[src/hw/rtl/pwli_pkg.sv]
`default_nettype none
package pwli_pkg;

    localparam int KEY_W       = 24;
    localparam int VAL_W       = 40;
    localparam int BP_W        = 64;
    localparam int PC_W        = 3;
    localparam int NUM_BP_REGS = 7;
    localparam int CFG_ADDR_W  = 4;
    localparam int PROD_W      = 64;
    localparam int SMALL_W     = 24;
    localparam int MUL_STEPS   = 3;
    localparam int DIV_STEPS   = 40;
    localparam int DIV_CNT_W   = 6;

    localparam int MAX_POINTS_DEFAULT = 7;

    localparam logic [CFG_ADDR_W-1:0] REG_POINT_COUNT = CFG_ADDR_W'(7);
    localparam logic [PC_W-1:0]       POINT_COUNT_RESET = 3'd7;

    localparam logic [BP_W-1:0] BP_RESET [NUM_BP_REGS] = '{
        64'd0,
        64'd720575940379304960,
        64'd2017612633062238208,
        64'd3458764513821308928,
        64'd4683743612470435840,
        64'd5980780305199218688,
        64'd7205759404304793600
    };

    typedef enum logic [1:0] {
        STATUS_INTERP     = 2'd0,
        STATUS_CLAMP_LOW  = 2'd1,
        STATUS_CLAMP_HIGH = 2'd2,
        STATUS_FAULT      = 2'd3
    } status_t;

    typedef enum logic [2:0] {
        ST_IDLE,
        ST_HIGH,
        ST_LOW,
        ST_SEARCH,
        ST_MUL,
        ST_DIV,
        ST_DONE
    } state_t;

    typedef struct packed {
        logic [VAL_W-1:0] dom;
        logic [VAL_W-1:0] rng;
    } point_t;

    function automatic point_t map_point(input logic [BP_W-1:0] bp, input logic inverse);
        point_t p;
        if (inverse)
        begin
            p.dom = bp[VAL_W-1:0];
            p.rng = VAL_W'(bp[BP_W-1:VAL_W]);
        end
        else
        begin
            p.dom = VAL_W'(bp[BP_W-1:VAL_W]);
            p.rng = bp[VAL_W-1:0];
        end
        return p;
    endfunction

endpackage
`default_nettype wire

[src/hw/rtl/pwli_ifs.sv]
`default_nettype none
interface pwli_req_if;
    logic                       valid;
    logic                       ready;
    logic                       opcode;
    logic [pwli_pkg::VAL_W-1:0] input_value;

    modport source (output valid, output opcode, output input_value, input ready);
    modport sink   (input valid, input opcode, input input_value, output ready);
endinterface

interface pwli_rsp_if;
    logic                       valid;
    logic                       ready;
    logic [pwli_pkg::VAL_W-1:0] result_value;
    logic [1:0]                 status;

    modport source (output valid, output result_value, output status, input ready);
    modport sink   (input valid, input result_value, input status, output ready);
endinterface

interface pwli_cfg_if;
    logic                            valid;
    logic                            ready;
    logic [pwli_pkg::CFG_ADDR_W-1:0] addr;
    logic [pwli_pkg::BP_W-1:0]       data;

    modport source (output valid, output addr, output data, input ready);
    modport sink   (input valid, input addr, input data, output ready);
endinterface
`default_nettype wire

[src/hw/rtl/pwli_div.sv]
`default_nettype none
module pwli_div (
    input  wire logic                          clk,
    input  wire logic                          rst_n,
    input  wire logic                          start,
    input  wire logic [pwli_pkg::PROD_W-1:0]   dividend,
    input  wire logic [pwli_pkg::VAL_W-1:0]    divisor,
    output logic                               done,
    output logic [pwli_pkg::VAL_W-1:0]         quotient
);

    localparam int W  = pwli_pkg::VAL_W;
    localparam int CW = pwli_pkg::DIV_CNT_W;

    logic [CW-1:0] cnt_reg, cnt_next;
    logic          done_reg, done_next;
    logic [W-1:0]  rem_reg, rem_next;
    logic [W-1:0]  low_reg, low_next;
    logic [W-1:0]  dsr_reg, dsr_next;
    logic [W:0]    trial;
    logic          fits;

    // restoring division, one quotient bit per cycle
    assign trial = {rem_reg, low_reg[W-1]};
    assign fits  = trial >= {1'b0, dsr_reg};

    always_comb
    begin
        cnt_next  = cnt_reg;
        done_next = 1'b0;
        rem_next  = rem_reg;
        low_next  = low_reg;
        dsr_next  = dsr_reg;
        if (start)
        begin
            cnt_next = CW'(pwli_pkg::DIV_STEPS);
            rem_next = W'(dividend[pwli_pkg::PROD_W-1:W]);
            low_next = dividend[W-1:0];
            dsr_next = divisor;
        end
        else if (cnt_reg != '0)
        begin
            cnt_next  = cnt_reg - CW'(1);
            rem_next  = fits ? W'(trial - {1'b0, dsr_reg}) : trial[W-1:0];
            low_next  = {low_reg[W-2:0], fits};
            done_next = (cnt_reg == CW'(1));
        end
    end

    always_ff @(posedge clk or negedge rst_n)
    begin
        if (!rst_n)
        begin
            cnt_reg  <= '0;
            done_reg <= 1'b0;
        end
        else
        begin
            cnt_reg  <= cnt_next;
            done_reg <= done_next;
        end
    end

    always_ff @(posedge clk)
    begin
        rem_reg <= rem_next;
        low_reg <= low_next;
        dsr_reg <= dsr_next;
    end

    assign done     = done_reg;
    assign quotient = low_reg;

endmodule
`default_nettype wire

[src/hw/rtl/piecewise_linear_table_interp_core.sv]
// Flow: an accepted item reads the last and then the first breakpoint; clamped items go
//   straight to the result, interpolated items walk the intervals, multiply and then divide.
// Throughput: one item at a time, the next can be accepted in the cycle after the result
//   is posted; the restoring divider dominates.
// Reset: rst_n asynchronous, active low; breakpoints and point count take their
//   default values, the sequencer returns to idle and no result is pending.
`default_nettype none
module piecewise_linear_table_interp_core #(
    parameter int MAX_POINTS = pwli_pkg::MAX_POINTS_DEFAULT
) (
    input  wire logic clk,
    input  wire logic rst_n,
    pwli_req_if.sink   req,
    pwli_rsp_if.source rsp,
    pwli_cfg_if.sink   cfg
);

    localparam int IDX_W = $clog2(MAX_POINTS);
    localparam int VW    = pwli_pkg::VAL_W;
    localparam int PW    = pwli_pkg::PROD_W;
    localparam int SW    = pwli_pkg::SMALL_W;
    localparam int AW    = pwli_pkg::CFG_ADDR_W;
    localparam logic [pwli_pkg::PC_W-1:0] MAX_N = pwli_pkg::PC_W'(MAX_POINTS);

    // configuration
    logic [pwli_pkg::BP_W-1:0] bp_reg [MAX_POINTS];
    logic [pwli_pkg::PC_W-1:0] pc_reg;
    logic                      cfg_wr;

    assign cfg.ready = 1'b1;
    assign cfg_wr    = cfg.valid && cfg.ready;

    for (genvar i = 0; i < MAX_POINTS; i++)
    begin : g_bp
        always_ff @(posedge clk or negedge rst_n)
        begin
            if (!rst_n)
                bp_reg[i] <= pwli_pkg::BP_RESET[i];
            else if (cfg_wr && cfg.addr == AW'(i))
                bp_reg[i] <= cfg.data;
        end
    end

    always_ff @(posedge clk or negedge rst_n)
    begin
        if (!rst_n)
            pc_reg <= pwli_pkg::POINT_COUNT_RESET;
        else if (cfg_wr && cfg.addr == pwli_pkg::REG_POINT_COUNT)
            pc_reg <= cfg.data[pwli_pkg::PC_W-1:0];
    end

    logic [pwli_pkg::PC_W-1:0] n_act;
    logic [IDX_W-1:0]          n_last;

    always_comb
    begin
        if (pc_reg < 3'd2)
            n_act = 3'd2;
        else if (pc_reg > MAX_N)
            n_act = MAX_N;
        else
            n_act = pc_reg;
    end
    assign n_last = IDX_W'(n_act - 3'd1);

    // sequencer state
    pwli_pkg::state_t  state_reg, state_next;
    logic [IDX_W-1:0]  idx_reg, idx_next;
    logic [1:0]        mul_cnt_reg, mul_cnt_next;
    logic              out_valid_reg, out_valid_next;

    // item datapath
    logic                  op_reg, op_next;
    logic [VW-1:0]         x_reg, x_next;
    pwli_pkg::point_t      last_reg, last_next;
    pwli_pkg::point_t      prev_reg, prev_next;
    logic [VW-1:0]         gap_reg, gap_next;
    logic [VW-1:0]         a_reg, a_next;
    logic                  neg_reg, neg_next;
    logic [VW-1:0]         big_reg, big_next;
    logic [SW-1:0]         small_reg, small_next;
    logic [PW-1:0]         acc_reg, acc_next;
    logic [VW-1:0]         res_reg, res_next;
    pwli_pkg::status_t     st_reg, st_next;
    logic [VW-1:0]         out_res_reg, out_res_next;
    pwli_pkg::status_t     out_st_reg, out_st_next;

    pwli_pkg::point_t      cur;
    logic                  hit;
    logic [VW-1:0]         gap_w, d_w, mag_w;
    logic                  neg_w;
    logic [VW+7:0]         prod;
    logic                  div_start, div_done;
    logic [VW-1:0]         div_q;

    assign cur   = pwli_pkg::map_point(bp_reg[idx_reg], op_reg);
    assign hit   = (prev_reg.dom <= x_reg) && (cur.dom >= x_reg);
    assign gap_w = cur.dom - prev_reg.dom;
    assign d_w   = x_reg - prev_reg.dom;
    assign neg_w = cur.rng < prev_reg.rng;
    assign mag_w = neg_w ? (prev_reg.rng - cur.rng) : (cur.rng - prev_reg.rng);
    assign prod  = (VW+8)'(big_reg) * (VW+8)'(small_reg[7:0]);

    always_comb
    begin
        state_next     = state_reg;
        idx_next       = idx_reg;
        mul_cnt_next   = mul_cnt_reg;
        out_valid_next = out_valid_reg;
        op_next        = op_reg;
        x_next         = x_reg;
        last_next      = last_reg;
        prev_next      = prev_reg;
        gap_next       = gap_reg;
        a_next         = a_reg;
        neg_next       = neg_reg;
        big_next       = big_reg;
        small_next     = small_reg;
        acc_next       = acc_reg;
        res_next       = res_reg;
        st_next        = st_reg;
        out_res_next   = out_res_reg;
        out_st_next    = out_st_reg;
        div_start      = 1'b0;

        if (rsp.valid && rsp.ready)
            out_valid_next = 1'b0;

        case (state_reg)
            pwli_pkg::ST_IDLE:
            begin
                if (req.valid)
                begin
                    op_next    = req.opcode;
                    x_next     = req.input_value;
                    idx_next   = n_last;
                    state_next = pwli_pkg::ST_HIGH;
                end
            end
            pwli_pkg::ST_HIGH:
            begin
                last_next  = cur;
                idx_next   = '0;
                state_next = pwli_pkg::ST_LOW;
            end
            pwli_pkg::ST_LOW:
            begin
                prev_next  = cur;
                idx_next   = IDX_W'(1);
                state_next = pwli_pkg::ST_SEARCH;
                if (!op_reg)
                begin
                    if (x_reg >= last_reg.dom)
                    begin
                        res_next   = last_reg.rng;
                        st_next    = pwli_pkg::STATUS_CLAMP_HIGH;
                        state_next = pwli_pkg::ST_DONE;
                    end
                    else if (x_reg <= cur.dom)
                    begin
                        res_next   = cur.rng;
                        st_next    = pwli_pkg::STATUS_CLAMP_LOW;
                        state_next = pwli_pkg::ST_DONE;
                    end
                end
                else
                begin
                    if (x_reg < cur.dom)
                    begin
                        res_next   = cur.rng;
                        st_next    = pwli_pkg::STATUS_CLAMP_LOW;
                        state_next = pwli_pkg::ST_DONE;
                    end
                    else if (x_reg > last_reg.dom)
                    begin
                        res_next   = last_reg.rng;
                        st_next    = pwli_pkg::STATUS_CLAMP_HIGH;
                        state_next = pwli_pkg::ST_DONE;
                    end
                end
            end
            pwli_pkg::ST_SEARCH:
            begin
                if (hit)
                begin
                    if (gap_w == '0)
                    begin
                        res_next   = '0;
                        st_next    = pwli_pkg::STATUS_FAULT;
                        state_next = pwli_pkg::ST_DONE;
                    end
                    else
                    begin
                        gap_next     = gap_w;
                        a_next       = prev_reg.rng;
                        neg_next     = neg_w;
                        // the narrow factor is the key-domain one: 24 bits
                        big_next     = op_reg ? d_w : mag_w;
                        small_next   = op_reg ? mag_w[SW-1:0] : d_w[SW-1:0];
                        acc_next     = '0;
                        mul_cnt_next = '0;
                        state_next   = pwli_pkg::ST_MUL;
                    end
                end
                else if (idx_reg == n_last)
                begin
                    res_next   = '0;
                    st_next    = pwli_pkg::STATUS_FAULT;
                    state_next = pwli_pkg::ST_DONE;
                end
                else
                begin
                    prev_next = cur;
                    idx_next  = idx_reg + IDX_W'(1);
                end
            end
            pwli_pkg::ST_MUL:
            begin
                acc_next     = acc_reg + (PW'(prod) << {mul_cnt_reg, 3'b000});
                small_next   = small_reg >> 8;
                mul_cnt_next = mul_cnt_reg + 2'd1;
                if (mul_cnt_reg == 2'(pwli_pkg::MUL_STEPS - 1))
                    state_next = pwli_pkg::ST_DIV;
            end
            pwli_pkg::ST_DIV:
            begin
                if (mul_cnt_reg == 2'(pwli_pkg::MUL_STEPS))
                begin
                    div_start    = 1'b1;
                    mul_cnt_next = '0;
                end
                else if (div_done)
                begin
                    res_next   = neg_reg ? (a_reg - div_q) : (a_reg + div_q);
                    st_next    = pwli_pkg::STATUS_INTERP;
                    state_next = pwli_pkg::ST_DONE;
                end
            end
            pwli_pkg::ST_DONE:
            begin
                if (!out_valid_reg || rsp.ready)
                begin
                    out_valid_next = 1'b1;
                    out_res_next   = res_reg;
                    out_st_next    = st_reg;
                    state_next     = pwli_pkg::ST_IDLE;
                end
            end
            default:
            begin
                state_next = pwli_pkg::ST_IDLE;
            end
        endcase
    end

    always_ff @(posedge clk or negedge rst_n)
    begin
        if (!rst_n)
        begin
            state_reg     <= pwli_pkg::ST_IDLE;
            idx_reg       <= '0;
            mul_cnt_reg   <= '0;
            out_valid_reg <= 1'b0;
        end
        else
        begin
            state_reg     <= state_next;
            idx_reg       <= idx_next;
            mul_cnt_reg   <= mul_cnt_next;
            out_valid_reg <= out_valid_next;
        end
    end

    always_ff @(posedge clk)
    begin
        op_reg      <= op_next;
        x_reg       <= x_next;
        last_reg    <= last_next;
        prev_reg    <= prev_next;
        gap_reg     <= gap_next;
        a_reg       <= a_next;
        neg_reg     <= neg_next;
        big_reg     <= big_next;
        small_reg   <= small_next;
        acc_reg     <= acc_next;
        res_reg     <= res_next;
        st_reg      <= st_next;
        out_res_reg <= out_res_next;
        out_st_reg  <= out_st_next;
    end

    pwli_div u_div (
        .clk      (clk),
        .rst_n    (rst_n),
        .start    (div_start),
        .dividend (acc_reg),
        .divisor  (gap_reg),
        .done     (div_done),
        .quotient (div_q)
    );

    assign req.ready        = (state_reg == pwli_pkg::ST_IDLE);
    assign rsp.valid        = out_valid_reg;
    assign rsp.result_value = out_res_reg;
    assign rsp.status       = out_st_reg;

    a_accept_starts: assert property (@(posedge clk) disable iff (!rst_n)
        req.valid && req.ready |=> state_reg == pwli_pkg::ST_HIGH)
        else $error("accepted item did not start the table walk");

    a_div_done_in_div: assert property (@(posedge clk) disable iff (!rst_n)
        div_done |-> state_reg == pwli_pkg::ST_DIV)
        else $error("divider finished outside the divide phase");

    a_search_index: assert property (@(posedge clk) disable iff (!rst_n)
        state_reg == pwli_pkg::ST_SEARCH |-> idx_reg != '0 && idx_reg <= n_last)
        else $error("interval index outside the active table");

    a_done_delivers: assert property (@(posedge clk) disable iff (!rst_n)
        state_reg == pwli_pkg::ST_DONE && (!out_valid_reg || rsp.ready)
        |=> rsp.valid && state_reg == pwli_pkg::ST_IDLE)
        else $error("finished item was not posted to the output register");

endmodule
`default_nettype wire

[src/flat_wrapper.sv]
// flat-port wrapper written by rule: the top's interface ports become plain ports
module piecewise_linear_table_interp_core_flat 
#(
    parameter int MAX_POINTS = pwli_pkg::MAX_POINTS_DEFAULT
)
  (clk, rst_n, req_valid, req_opcode, req_input_value, req_ready, rsp_valid, rsp_result_value, rsp_status, rsp_ready, cfg_valid, cfg_addr, cfg_data, cfg_ready);
  pwli_req_if req_i ();
  pwli_rsp_if rsp_i ();
  pwli_cfg_if cfg_i ();
  input  wire logic clk;
  input  wire logic rst_n;
  input wire logic [$bits(req_i.valid)-1:0] req_valid;
  input wire logic [$bits(req_i.opcode)-1:0] req_opcode;
  input wire logic [$bits(req_i.input_value)-1:0] req_input_value;
  output wire logic [$bits(req_i.ready)-1:0] req_ready;
  output wire logic [$bits(rsp_i.valid)-1:0] rsp_valid;
  output wire logic [$bits(rsp_i.result_value)-1:0] rsp_result_value;
  output wire logic [$bits(rsp_i.status)-1:0] rsp_status;
  input wire logic [$bits(rsp_i.ready)-1:0] rsp_ready;
  input wire logic [$bits(cfg_i.valid)-1:0] cfg_valid;
  input wire logic [$bits(cfg_i.addr)-1:0] cfg_addr;
  input wire logic [$bits(cfg_i.data)-1:0] cfg_data;
  output wire logic [$bits(cfg_i.ready)-1:0] cfg_ready;
  assign req_i.valid = req_valid;
  assign req_i.opcode = req_opcode;
  assign req_i.input_value = req_input_value;
  assign req_ready = req_i.ready;
  assign rsp_valid = rsp_i.valid;
  assign rsp_result_value = rsp_i.result_value;
  assign rsp_status = rsp_i.status;
  assign rsp_i.ready = rsp_ready;
  assign cfg_i.valid = cfg_valid;
  assign cfg_i.addr = cfg_addr;
  assign cfg_i.data = cfg_data;
  assign cfg_ready = cfg_i.ready;
  piecewise_linear_table_interp_core #(.MAX_POINTS(MAX_POINTS)) u_core (.clk(clk), .rst_n(rst_n), .req(req_i), .rsp(rsp_i), .cfg(cfg_i));
endmodule
[config.mk]
export PLATFORM = sky130hd
export DESIGN_NAME = piecewise_linear_table_interp_core_flat
export DESIGN_NICKNAME = d
export VERILOG_FILES = /design/src/hw/rtl/pwli_pkg.sv /design/src/hw/rtl/pwli_ifs.sv /design/src/hw/rtl/pwli_div.sv /design/src/hw/rtl/piecewise_linear_table_interp_core.sv /design/src/flat_wrapper.sv
export SDC_FILE = /design/constraint.sdc
export NUM_CORES = 2
export LEC_CHECK = 0
export ABC_CLOCK_PERIOD_IN_PS = 10650
export BUFFER_PORTS_ARGS = -buffer_cell sky130_fd_sc_hd__buf_2
export CAP_MARGIN = 30
export CORE_MARGIN = 10
export CORE_UTILIZATION = 44
export DETAILED_ROUTE_END_ITERATION = 10
export GPL_TIMING_DRIVEN = 0
export MAX_ROUTING_LAYER = met4
export SETUP_SLACK_MARGIN = 0.4
export SYNTH_ARGS = -nofsm -noshare
export SYNTH_HDL_FRONTEND = slang
export SYNTH_HIERARCHICAL = 1
export SYNTH_SLANG_ARGS = --single-unit
[constraint.sdc]
create_clock -name clk -period 10.65 [get_ports clk]
set_input_delay 1.065 -clock clk [delete_from_list [all_inputs] [get_ports clk]]
set_output_delay 1.065 -clock clk [all_outputs]
set_load 0.005 [all_outputs]
==> reports/results.txt <==
Post-CTS Hold Buffers: 0
Crit share post-route: 91.7%
Fill cells: 15400
Crit. End Element: flip-flop
Vias: 56900
Critical Path RT: 11.24 ns
Die X: 431 um
Nets: 8195
Final WS setup: 0.885 ns
Final Max Slew Viols: 0
R2R setup slack: 0.89 ns
Vias in the first global route: 57000
Main flop type after synthesis: edfxtp_1
RSZ-0062 raised after global routing: no
Synth top cells by count: edfxtp_1 (598), inv_1 (597), mux2_2 (531)
Skew-Pair Late Insertion Delay: 0.77 ns
Cells after DPL: 9471
Initial antenna violation count: 24
Startpoint Class: flip-flop
Clock transition at the registers of the reported paths: 0.06 ns
Crit path depth: 33
M1 WL: 105 mm
Area delta synth->final: 11.4%
Place WS: -0.402 ns
FF+latch count, synth: 1081
Count of final setup violators: 0
Antenna viol nets, final: 0
Uppermost routed layer: met4
Die height: 431 um
Worst-case clock buffer depth: 3
Met2 wire len: 117 mm
Router iterations before antenna repair: 6
Final hold slack: 0.171 ns
I/O Buffers: 157
Starting Density: 44.4%
Die area: 186000 um^2
Residual DRC count: 0
Synth Instances: 7062
Layout cells sized above 1: 15.7%
GRT Util Overall: 26.9%
Critical Path AT: 10.35 ns
Yosys top cell by area: edfxtp_1
CTS tree: done
WL final: 249 mm
Sequential share of the synthesized area: 40.4%
Worst setup path end: u_core/acc_reg[62]
I/O pin count: 159
Outcome: complete, no violations
Total grt overflow: 0
Maximum clock rate: 0.102 GHz
Core Footprint: 168000 um^2
Syn avg cell area: 10.5 um^2
Clock Skew: 0.0257 ns
Iter 0 DRT Violations: 5143
Cell Rows: 150
Crit-path max cell delay: 0.55 ns
Synthesized area: 74300 um^2
Yosys Warn Count: 6
Crit-path most repeated cell: fa_1
Worst-margin pin slew: 1.15 ns
CP max stage cell: fa_1
CP delay by family, top: adder cells
Dominant cells by area after synthesis: edfxtp_1 (24%), dfrtp_1 (14%), mux2_2 (8.0%)
Number of synthesized flops with an enable pin: 598
CTS buffer count: 116
Root buf cell: clkbuf_16
Ys async rst share: 43.2%
Most common cell in the netlist: edfxtp_1
Clk sinks: 1081
Synthesized Nets: 7866
CP Class: flip-flop to flip-flop
Top-area cell type share of the netlist area: 24.2%
WL met3: 14.7 mm
Synth cell types: 101
DPL Wire Length: 198 mm
Launch point of the worst reg-to-reg path: u_core/small_reg[5]
Relative slew slack: 22.7%
CTS H-tree depth: 3
Reg2Reg Depth: 33
Non-Filler Instances: 9717
Buf/Inv on CP: 3
Final Hold Fails: 0
Min Tclk post-route: 9.76 ns
Crit path from: u_core/small_reg[5]
Flip-flop count of the largest register after layout: 448
Crit path max fanout: 10
Mean routed wirelength per cell: 25.6 um
DR vias/cell: 5.86
RR Endpoint: u_core/acc_reg[62]
Max-cap viol count: 0
Final RePlAce weighted congestion: 1.01
First-pass GRT wire length: 370 mm
Largest net degree at the start of global routing: 113
Hold Crit Class: primary input to asynchronous set/reset pin
## layer usage
| metal | up-vias | GRT usage [%] |
|---|---|---|
| li1 | 26000 | - |
| met1 | 28500 | 34.3 |
| met2 | 2028 | 43.2 |
| met3 | 447 | 3.24 |
| met4 | 0 | 11.9 |
| met5 | - | - |
## cell usage in the layout, fill, tap and decap left out, types with 252 or more instances in the layout
master    synthesis  layout
o21ai_0         324     322
mux2_2          531     531
nand2_1         442     441
edfxtp_1        598     598
clkbuf_1        250     252
nor2_1          405     402
ha_1            455     455
dfrtp_1         414     414
a21oi_1         477     475
and2_1          273     273
inv_1           597     595
## cell type report
| type | count | area (um^2) | share of cell area (%) |
|---|---|---|---|
| diodes | 21 | 52.6 | 0.0635 |
| plain buffers | 326 | 1310 | 1.59 |
| clock buffers | 146 | 3150 | 3.80 |
| clock inverters | 73 | 716 | 0.864 |
| inverters | 602 | 2260 | 2.73 |
| multi-input cells | 5054 | 40900 | 49.4 |
| flip-flops and latches | 1081 | 30000 | 36.3 |
| well taps | 2204 | 2760 | 3.33 |
| repair buffers | 210 | 1600 | 1.93 |
## how the worst min path moves through the flow
stage                                       end               start  cells after the start  slack [ns]
floorplan            u_core/rsp.result_value[0]   u_core/res_reg[0]                      0        0.40
global placement    u_core/rsp.result_value[37]  u_core/res_reg[37]                      0        0.40
detailed placement     u_core/u_div/dsr_reg[10]  u_core/gap_reg[10]                      0        0.40
CTS                          u_core/bp_reg[408]               rst_n                      1        0.13
global route                 u_core/bp_reg[344]               rst_n                      1        0.18
finish                       u_core/bp_reg[344]               rst_n                      1        0.17
## per-stage QoR
step	area, um^2	utilization [%]	TNS (ns)
2_1_floorplan	74300	-	0
3_3_place_gp	77900	46.5	-948.25
3_5_place_dp	78700	47.0	-16.03
4_1_cts	82600	49.3	0
5_1_grt	82800	49.4	0
6_report	82800	49.4	0
## cells by family after synthesis
| group | after synthesis | synth area share [%] |
|---|---|---|
| AND/OR/NAND/NOR | 1689 | 11.3 |
| AO/OA/AOI/OAI | 1593 | 13.6 |
| flip-flops | 1081 | 40.4 |
| buffers and inverters | 928 | 4.75 |
| multiplexers | 779 | 12.5 |
| adder cells (fa/ha/maj) | 690 | 14.0 |
| XOR/XNOR | 301 | 3.55 |
| other | 1 | 0.00504 |
## timing repair
item | in CTS | in global routing
buffers inserted | 0 | 2
endpoints found under the setup margin | 208 | 66
pin swaps | 0 | 1
hold endpoints to repair | 0 | 0
gates resized for setup | 17 | 37
gates cloned | 0 | 1
Power is left out: the tool's default activity adds up to more than one toggle a clock period on the data nets, which glitch-free logic cannot reach.
